==> config.mk <==
export PLATFORM = sky130hd
export DESIGN_NAME = sorted_priority_queue_core
export DESIGN_NICKNAME = d
export VERILOG_FILES = /design/src/rtl/core/spq_pkg.sv /design/src/rtl/core/spq_ctrl.sv /design/src/rtl/core/spq_dpath.sv /design/src/rtl/core/sorted_priority_queue_core.sv
export SDC_FILE = /design/constraint.sdc
export NUM_CORES = 2
export LEC_CHECK = 0
export CORE_MARGIN = 1
export CORE_UTILIZATION = 55
export DETAILED_ROUTE_END_ITERATION = 8
export DONT_BUFFER_PORTS = 1
export PLACE_DENSITY = 0.7
export SYNTH_ARGS = -nofsm -noshare
export SYNTH_HDL_FRONTEND = slang
export SYNTH_SLANG_ARGS = --single-unit
==> constraint.sdc <==
create_clock -name clk -period 6.1 [get_ports clk]
set_input_delay 0.915 -clock clk [delete_from_list [all_inputs] [get_ports clk]]
set_output_delay 0.915 -clock clk [all_outputs]
set_load 0.01 [all_outputs]
==> src/rtl/core/spq_pkg.sv <==
`timescale 1ns / 1ps
`default_nettype none
package spq_pkg;

  localparam int unsigned DEPTH = 16;
  localparam int unsigned CNT_W = $clog2(DEPTH + 1);
  localparam int unsigned DATA_W = 32;
  localparam int unsigned PRIO_W = 8;

  typedef enum logic {
    OP_ENQ = 1'b0,
    OP_DEQ = 1'b1
  } op_t;

  typedef enum logic [1:0] {
    ST_OK    = 2'd0,
    ST_EMPTY = 2'd1,
    ST_FULL  = 2'd2
  } status_t;

  typedef struct packed {
    logic load;
    logic exec;
  } ctrl_cmd_t;

endpackage
`default_nettype wire

==> src/rtl/core/spq_ctrl.sv <==
`timescale 1ns / 1ps
`default_nettype none
module spq_ctrl (
  input  wire logic              clk,
  input  wire logic              rst_n,
  input  wire logic              in_tvalid,
  output logic                   in_tready,
  output logic                   out_tvalid,
  input  wire logic              out_tready,
  output spq_pkg::ctrl_cmd_t     cmd
);
  import spq_pkg::*;

  typedef enum logic {
    S_IDLE,
    S_EXEC
  } state_t;

  state_t state_r, state_nxt;
  logic   out_valid_r, out_valid_nxt;
  logic   slot_free;

  assign in_tready  = (state_r == S_IDLE);
  assign out_tvalid = out_valid_r;
  assign slot_free  = !out_valid_r || out_tready;

  always_comb begin
    state_nxt     = state_r;
    out_valid_nxt = out_valid_r && !out_tready;
    cmd.load      = 1'b0;
    cmd.exec      = 1'b0;
    unique case (state_r)
      S_IDLE: begin
        if (in_tvalid) begin
          cmd.load  = 1'b1;
          state_nxt = S_EXEC;
        end
      end
      S_EXEC: begin
        if (slot_free) begin
          cmd.exec      = 1'b1;
          out_valid_nxt = 1'b1;
          state_nxt     = S_IDLE;
        end
      end
      default: state_nxt = S_IDLE;
    endcase
  end

  always_ff @(posedge clk) begin
    if (!rst_n) begin
      state_r     <= S_IDLE;
      out_valid_r <= 1'b0;
    end else begin
      state_r     <= state_nxt;
      out_valid_r <= out_valid_nxt;
    end
  end

endmodule
`default_nettype wire

==> src/rtl/core/spq_dpath.sv <==
`timescale 1ns / 1ps
`default_nettype none
module spq_dpath (
  input  wire logic                                clk,
  input  wire logic                                rst_n,
  input  spq_pkg::ctrl_cmd_t                       cmd,
  input  spq_pkg::op_t                             op_in,
  input  wire logic signed [spq_pkg::DATA_W-1:0]   data_in,
  input  wire logic [spq_pkg::PRIO_W-1:0]          prio_in,
  output spq_pkg::status_t                         status,
  output logic signed [spq_pkg::DATA_W-1:0]        data_out,
  output logic [spq_pkg::PRIO_W-1:0]               prio_out,
  output logic                                     empty_res
);
  import spq_pkg::*;

  // latched input word
  op_t                     op_r;
  logic signed [DATA_W-1:0] din_r;
  logic [PRIO_W-1:0]        pin_r;

  // sorted store, slot 0 is the front
  logic signed [DATA_W-1:0] val_r [DEPTH];
  logic [PRIO_W-1:0]        pri_r [DEPTH];
  logic signed [DATA_W-1:0] val_nxt [DEPTH];
  logic [PRIO_W-1:0]        pri_nxt [DEPTH];
  logic [CNT_W-1:0]         cnt_r, cnt_nxt;

  status_t                  status_r, status_nxt;
  logic signed [DATA_W-1:0] dout_r, dout_nxt;
  logic [PRIO_W-1:0]        pout_r, pout_nxt;
  logic                     empty_r, empty_nxt;

  logic [DEPTH-1:0] ge;
  logic             full, empty, wr_en;

  assign full  = (cnt_r == CNT_W'(DEPTH));
  assign empty = (cnt_r == '0);

  always_comb begin
    for (int i = 0; i < DEPTH; i++) begin
      ge[i] = (CNT_W'(i) < cnt_r) && (pri_r[i] >= pin_r);
    end
  end

  // enqueue: keep entries ahead, drop new one at the first slot that
  // fails the compare, shift the rest back by one; dequeue: shift all forward by one
  always_comb begin
    if (op_r == OP_ENQ) begin
      val_nxt[0] = ge[0] ? val_r[0] : din_r;
      pri_nxt[0] = ge[0] ? pri_r[0] : pin_r;
      for (int i = 1; i < DEPTH; i++) begin
        if (ge[i]) begin
          val_nxt[i] = val_r[i];
          pri_nxt[i] = pri_r[i];
        end else if (ge[i-1]) begin
          val_nxt[i] = din_r;
          pri_nxt[i] = pin_r;
        end else begin
          val_nxt[i] = val_r[i-1];
          pri_nxt[i] = pri_r[i-1];
        end
      end
    end else begin
      for (int i = 0; i < DEPTH - 1; i++) begin
        val_nxt[i] = val_r[i+1];
        pri_nxt[i] = pri_r[i+1];
      end
      val_nxt[DEPTH-1] = val_r[DEPTH-1];
      pri_nxt[DEPTH-1] = pri_r[DEPTH-1];
    end
  end

  always_comb begin
    wr_en      = 1'b0;
    cnt_nxt    = cnt_r;
    status_nxt = ST_OK;
    dout_nxt   = '0;
    pout_nxt   = '0;
    empty_nxt  = (op_r == OP_DEQ) && (cnt_r <= CNT_W'(1));
    unique case (op_r)
      OP_ENQ: begin
        if (full) begin
          status_nxt = ST_FULL;
        end else begin
          wr_en   = 1'b1;
          cnt_nxt = cnt_r + CNT_W'(1);
        end
      end
      OP_DEQ: begin
        if (empty) begin
          status_nxt = ST_EMPTY;
        end else begin
          wr_en    = 1'b1;
          cnt_nxt  = cnt_r - CNT_W'(1);
          dout_nxt = val_r[0];
          pout_nxt = pri_r[0];
        end
      end
      default: status_nxt = ST_OK;
    endcase
  end

  always_ff @(posedge clk) begin
    if (!rst_n) begin
      cnt_r <= '0;
    end else if (cmd.exec) begin
      cnt_r <= cnt_nxt;
    end
  end

  always_ff @(posedge clk) begin
    if (cmd.load) begin
      op_r  <= op_in;
      din_r <= data_in;
      pin_r <= prio_in;
    end
    if (cmd.exec) begin
      status_r <= status_nxt;
      dout_r   <= dout_nxt;
      pout_r   <= pout_nxt;
      empty_r  <= empty_nxt;
    end
    if (cmd.exec && wr_en) begin
      for (int i = 0; i < DEPTH; i++) begin
        val_r[i] <= val_nxt[i];
        pri_r[i] <= pri_nxt[i];
      end
    end
  end

  assign status    = status_r;
  assign data_out  = dout_r;
  assign prio_out  = pout_r;
  assign empty_res = empty_r;

endmodule
`default_nettype wire

==> src/rtl/core/sorted_priority_queue_core.sv <==
`timescale 1ns / 1ps
`default_nettype none
// channel | dir | tdata (low bit up)                          | tuser
// in_     | in  | data_in[31:0], prio_in[39:32]               | cmd
// out_    | out | data_out[31:0], prio_out[39:32], empty[40]  | status
//
// Each word is first latched, then all slots are compared in parallel
// and the sorted store is shifted; no input word is taken during that shift.
// A result word waits in the output register; the next input word is
// taken meanwhile, and its execution holds until that register frees.
// Synchronous active-low reset empties the queue; slot contents are
// not cleared.
module sorted_priority_queue_core (
  input  wire logic        clk,
  input  wire logic        rst_n,
  input  wire logic        in_tvalid,
  output logic             in_tready,
  input  wire logic [39:0] in_tdata,   // data_in, prio_in
  input  wire logic [0:0]  in_tuser,   // cmd
  output logic             out_tvalid,
  input  wire logic        out_tready,
  output logic [47:0]      out_tdata,  // data_out, prio_out, empty_res, zero pad
  output logic [1:0]       out_tuser   // status
);
  import spq_pkg::*;

  ctrl_cmd_t                cmd;
  status_t                  status;
  logic signed [DATA_W-1:0] data_out;
  logic [PRIO_W-1:0]        prio_out;
  logic                     empty_res;

  spq_ctrl u_ctrl (
    .clk        (clk),
    .rst_n      (rst_n),
    .in_tvalid  (in_tvalid),
    .in_tready  (in_tready),
    .out_tvalid (out_tvalid),
    .out_tready (out_tready),
    .cmd        (cmd)
  );

  spq_dpath u_dpath (
    .clk       (clk),
    .rst_n     (rst_n),
    .cmd       (cmd),
    .op_in     (op_t'(in_tuser[0])),
    .data_in   (signed'(in_tdata[31:0])),
    .prio_in   (in_tdata[39:32]),
    .status    (status),
    .data_out  (data_out),
    .prio_out  (prio_out),
    .empty_res (empty_res)
  );

  assign out_tdata = {7'd0, empty_res, prio_out, data_out};
  assign out_tuser = status;

endmodule
`default_nettype wire
# After elaboration in Yosys (flattened, before gate mapping)
# Memory sizes are Yosys's and may differ from the RTL's.
# Index checks and enable logic that the tools add are counted.
# Widths: inputs -> output; s select.
# classes
n_mux	83
n_eq_ne	3
addsub	2
n_div	0
bitwise	2
multipliers	0
n_reduce_logical	25
shifts	0
order_cmp	33
# op_table
op	count
$mux 32	31
$mux 512	1
$mux 8	31
$ge 8x8->1	16
$mux 128	1
$lt 4x5->1 const A	8
$lt 3x5->1 const A	4
$logic_and 1x1->1	19
$mux 1	12
$lt 1x5->1 const A	2
$lt 2x5->1 const A	2
$mux 5	2
$pmux 5 s2	1
$add 5x1->5 const B	1
$eq 5x5->1 const B	1
$le 5x1->1 const B	1
$logic_not 5->1	1
$sub 5x1->5 const B	1
$ne 2x2->1 const B	2
$pmux 1 s2	2
$pmux 2 s2	1
$reduce_and 3->1	1
$logic_not 1->1	2
$mux 2	1
3 further kinds	4
# totals
romBits	0
in_bits	45
regBits	91
mem_bits_rw	640
n_memories	2
elab_cells	160
latchBits	0
# memory_table
memory	depth	width	read_ports	rd_ports_with_merged_regs	wr	line	source
u_dpath.val_r	16	32	16	0	16	spq_dpath.sv:23	logic signed [DATA_W-1:0] val_r [DEPTH];
u_dpath.pri_r	16	8	16	0	16	spq_dpath.sv:24	logic [PRIO_W-1:0] pri_r [DEPTH];

# Logic depth before layout (Yosys ltp)
# logic_depth
depth_word	7
depth_mapped	10

# Hierarchy
# Synthesis repeated with hierarchy kept, for this count alone.
# unflattened
cells_unflattened	3565
hier_area_um2	39276.4
# modules_own_cells
mod	area_each_um2	seq_area_each_um2	cells_each	n_inst
spq_dpath	39110.0	21840.9	3547	1
spq_ctrl	102.6	40.0	9	1
sorted_priority_queue_core	63.8	0.0	9	1

# Least setup slack after synthesis
# OpenSTA, ideal clock, no wires.
# synth_timing
path_kind	register -> register
startpoint	register u_dpath.pin_r[7] (netlist name)
endpoint	memory u_dpath.pri_r[11][0], in the netlist u_dpath.pri_r[1][24], enable pin
n_path_buf	1
t_arrival_ns	4.930
setup_time_ns	0.498
path_slack_ns	0.672
t_required_ns	5.602
path_stages_with_launch	9
path_cell_list	edfxtp_1 > inv_1 > ha_1 > and2_1 > a221oi_1 > o21ai_1 > and2_1 > clkbuf_1 > a21boi_0
# synth_rtl
element	line
end: declaration	spq_dpath.sv:24

==> metrics.md <==
| Metric | Value |
|---|---|
| Status | `complete, no violations` |
| Crit path from | `u_dpath.pin_r[0]` |
| VDD IR max | `0.0002952 V` |
| Setup TNS | `0 ns` |
| Largest net degree at the start of global routing | `259` |
| RSZ-0062 raised after global routing | `no` |
| Max-cap violations | `0` |
| HP Class | `in2reg` |
| Total number of vias | `a little under 30,000` |
| Antenna cells | `0` |
| HPWL after DPL | `around 74,000 um` |
| Reg-to-reg startpoint | `u_dpath.pin_r[0]` |
| Critical path capture point type | `flip-flop` |
| Area grow syn2layout | `7.909%` |
| Initial antenna violation count | `2` |
| Die Height | `268.3 um` |
| Die area | `71,970 um2` |
| Initial Util | `55.59%` |
| Area contributors post-synth | `edfxtp_1, o21ai_0, a32oi_1` |
| CTS Hold Bufs | `0` |
| Worst R2R End | `u_dpath.val_r[1][173]` |
| Post-synth design cell area | `around 40,000 um2` |
| Residual DRC | `0` |
| Nets | `about 3,500` |
| Max Root-Sink Buffers | `3` |
| Leak | `14.34 nW` |
| Multi-input logic area | `~15,000 um2` |
| R2r setup slk | `1.75 ns` |
| IO Count | `97` |
| Max-Slew Margin vs Limit | `10.65%` |
| Final clock period utilization by the worst path | `71.38%` |
| H-tree depth | `3` |
| Crit-path cells | `ha_1 -> nand2b_1 -> a2111oi_2 -> o211a_1 -> o31a_2` |
| Worst-Skew Late Latency | `around 0.64 ns` |
| Post-synth ARST share | `0%` |
| Setup Crit Path Kind | `reg2reg` |
| Gates resized, CTS repair | `0` |
| Share of cells above drive strength 1 | `8.942%` |
| Setup bufs post-CTS | `0` |
| Post-synth EDFFs | `between 700 and 800` |
| DRT Wirelength | `106,800 um` |
| Max Clk Rate | `0.2297 GHz` |
| Final Non-Filler Cells | `around 4,400` |
| Root Driver | `clkbuf_16` |
| CTS tree | `built` |
| YS warnings | `0` |
| Finished Core Util | `between 50% and 60%` |
| CP max FO | `41` |
| Port bufs | `0` |
| CP Data Arrival Time | `4.61 ns` |
| Reg2Reg Depth | `5` |
| Worst Hold End | `u_dpath.din_r[17]` |
| Post-DR vias/cell | `6.764` |
| Unique masters post-synth | `68` |
| Cell Pwr Density | `317.7 nW/um2` |
| Clock sink total | `approximately 730` |
| DRT iter0 DRCs | `4,088` |
| #FFs+latches synth | `731` |
| Layout Skew | `0.02170 ns` |
| CP max stage delay | `1.03 ns` |
| Crit path max-delay cell type | `o211a_1` |
| Register area share after synthesis | `56.11%` |
| Worst Hold Depth | `0` |
| CTS buffer count | `80` |
| DP Area | `~40,000 um2` |
| Vias in the first global route | `27,232` |
| Final Hold Vio Count | `0` |
| Final hold slack | `0.3655 ns` |
| Total gr overflow | `0` |
| Core Region | `70,150 um2` |
| Slew Viols, Final | `0` |
| Share of the synthesized area in the top cell type | `55.75%` |
| Top FF cell, synth | `edfxtp_1` |
| Final min period | `4.354 ns` |
| Filler Cell Count | `5,785` |
| CTS clk-pin slew, worst paths | `approximately 0.060 ns` |
| Antenna-violating nets left | `0` |
| First-pass iteration count of the detailed router | `9` |
| Finished Cell Area | `roughly 42,000 um2` |
| Cell taking the most area after synthesis | `edfxtp_1` |
| Total GRT Usage | `between 20 and 30%` |
| Slew @ Worst Pin | `between 1 and 1.5 ns` |
| Chip width | `roughly 270 um` |
| Cell Rows | `between 90 and 100` |
| First-pass GRT wire length | `164,100 um` |
| RePlAce Congestion | `around 0.94` |
| Startpoint types | `flip-flop` |
| Sequential cell area | `~22,000 um2` |
| Dominant cell by count in the synthesized netlist | `edfxtp_1` |
| Post-Syn Instances | `3,558` |
| Required time worst endpoint | `~6.4 ns` |
| Hold_sp | `in_tdata[17]` |
| Dpl cells | `4,206` |
| # setup viols final | `0` |
| Synth cell count leaders | `edfxtp_1, nand2_1, o21ai_0` |
| Syn avg cell area | `10.96 um2` |
| DR WL/cell | `24.55 um` |
where the power goes:
part | leakage (nW) | switching (mW) | internal, mW
logic | 6.31 | 1.54 | 0.624
registers | 6.79 | 0.283 | 6.13
clock network | 1.25 | 2.01 | 2.78
worst max-delay path, delay by kind of cell (launching register included):
family / cells / cell delay, ns
AO/OA/AOI/OAI: 3 / 2.41
AND/OR/NAND/NOR: 1 / 0.15
flip-flops: 1 / 0.97
adder cells (fa/ha/maj): 1 / 0.37
cells by family (layout without fill, tap and decap cells):
family | Yosys count | count (layout) | synth area share [%]
AOI/OAI and AO/OA | 1166 | 1166 | 21.60
xor gates and xnor gates | 6 | 6 | 0.1348
adders and majority gates | 132 | 132 | 4.235
buffers and inverters | 618 | 465 | 6.427
DFF | 731 | 731 | 56.11
muxes | 41 | 41 | 1.184
other | 1 | 7 | 0.009616
and+or+nand+nor | 863 | 863 | 10.30
routing by layer:
layer,vias up,routed length [um],global-route usage (%)
met5,-,13,0
met4,2,2784,8.695
met3,194,11670,6.350
met2,1754,44340,41.01
met1,14082,47990,45.83
li1,13396,-,-
state kept, by name, indices dropped and copies added, names as in the netlist:
signal             cells
u_ctrl.state_r         1
u_dpath.data_out      32
u_dpath.cnt_r          5
u_dpath.din_r         32
u_dpath.val_r        512
u_dpath.pri_r        128
u_dpath.pin_r          8
u_ctrl.out_tvalid      1
u_dpath.empty_res      1
u_dpath.status         2
u_dpath.prio_out       8
u_dpath.op_r           1
worst max path at each step:
| stage | slack [ns] | depth (start not counted) | endpoint |
|---|---|---|---|
| final | 1.75 | 5 | u_dpath.val_r[1][173] |
| after floorplan | 0.67 | 8 | u_dpath.pri_r[1][24] |
| after detailed placement | 1.76 | 10 | u_dpath.val_r[1][109] |
| after global placement | 1.86 | 10 | u_dpath.val_r[1][108] |
| after CTS | 1.75 | 10 | u_dpath.val_r[1][109] |
| after global routing | 1.50 | 10 | u_dpath.val_r[1][106] |
cells in the final DEF (no fill, tap or decap), types with 81 or more instances in the layout:
cell       synthesis  final
a32oi_1          200    200
buf_4              9     91
clkbuf_16          0     81
edfxtp_1         724    724
ha_1             132    132
inv_1            226    226
nand2_1          379    379
nand3_1          322    322
o21ai_0          359    359
o221ai_1         116    116
o311ai_0         162    162
layout make-up:
type | instances | area share, %
inverter | 227 | 2.043
clock inverter | 49 | 1.151
multi-input combinational | 2215 | 35.34
sequential | 731 | 52.00
tap | 940 | 2.795
timing repair buffer | 93 | 1.719
clock buffer | 96 | 4.951
through the flow:
step           worst slack, ns  power, mW
2_1_floorplan           0.6715      7.945
3_3_place_gp             1.861      8.518
3_5_place_dp             1.761      8.613
4_1_cts                  1.753      13.38
5_1_grt                  1.499      13.86
6_report                 1.746      13.37
(Power assumes the default switching activity.)
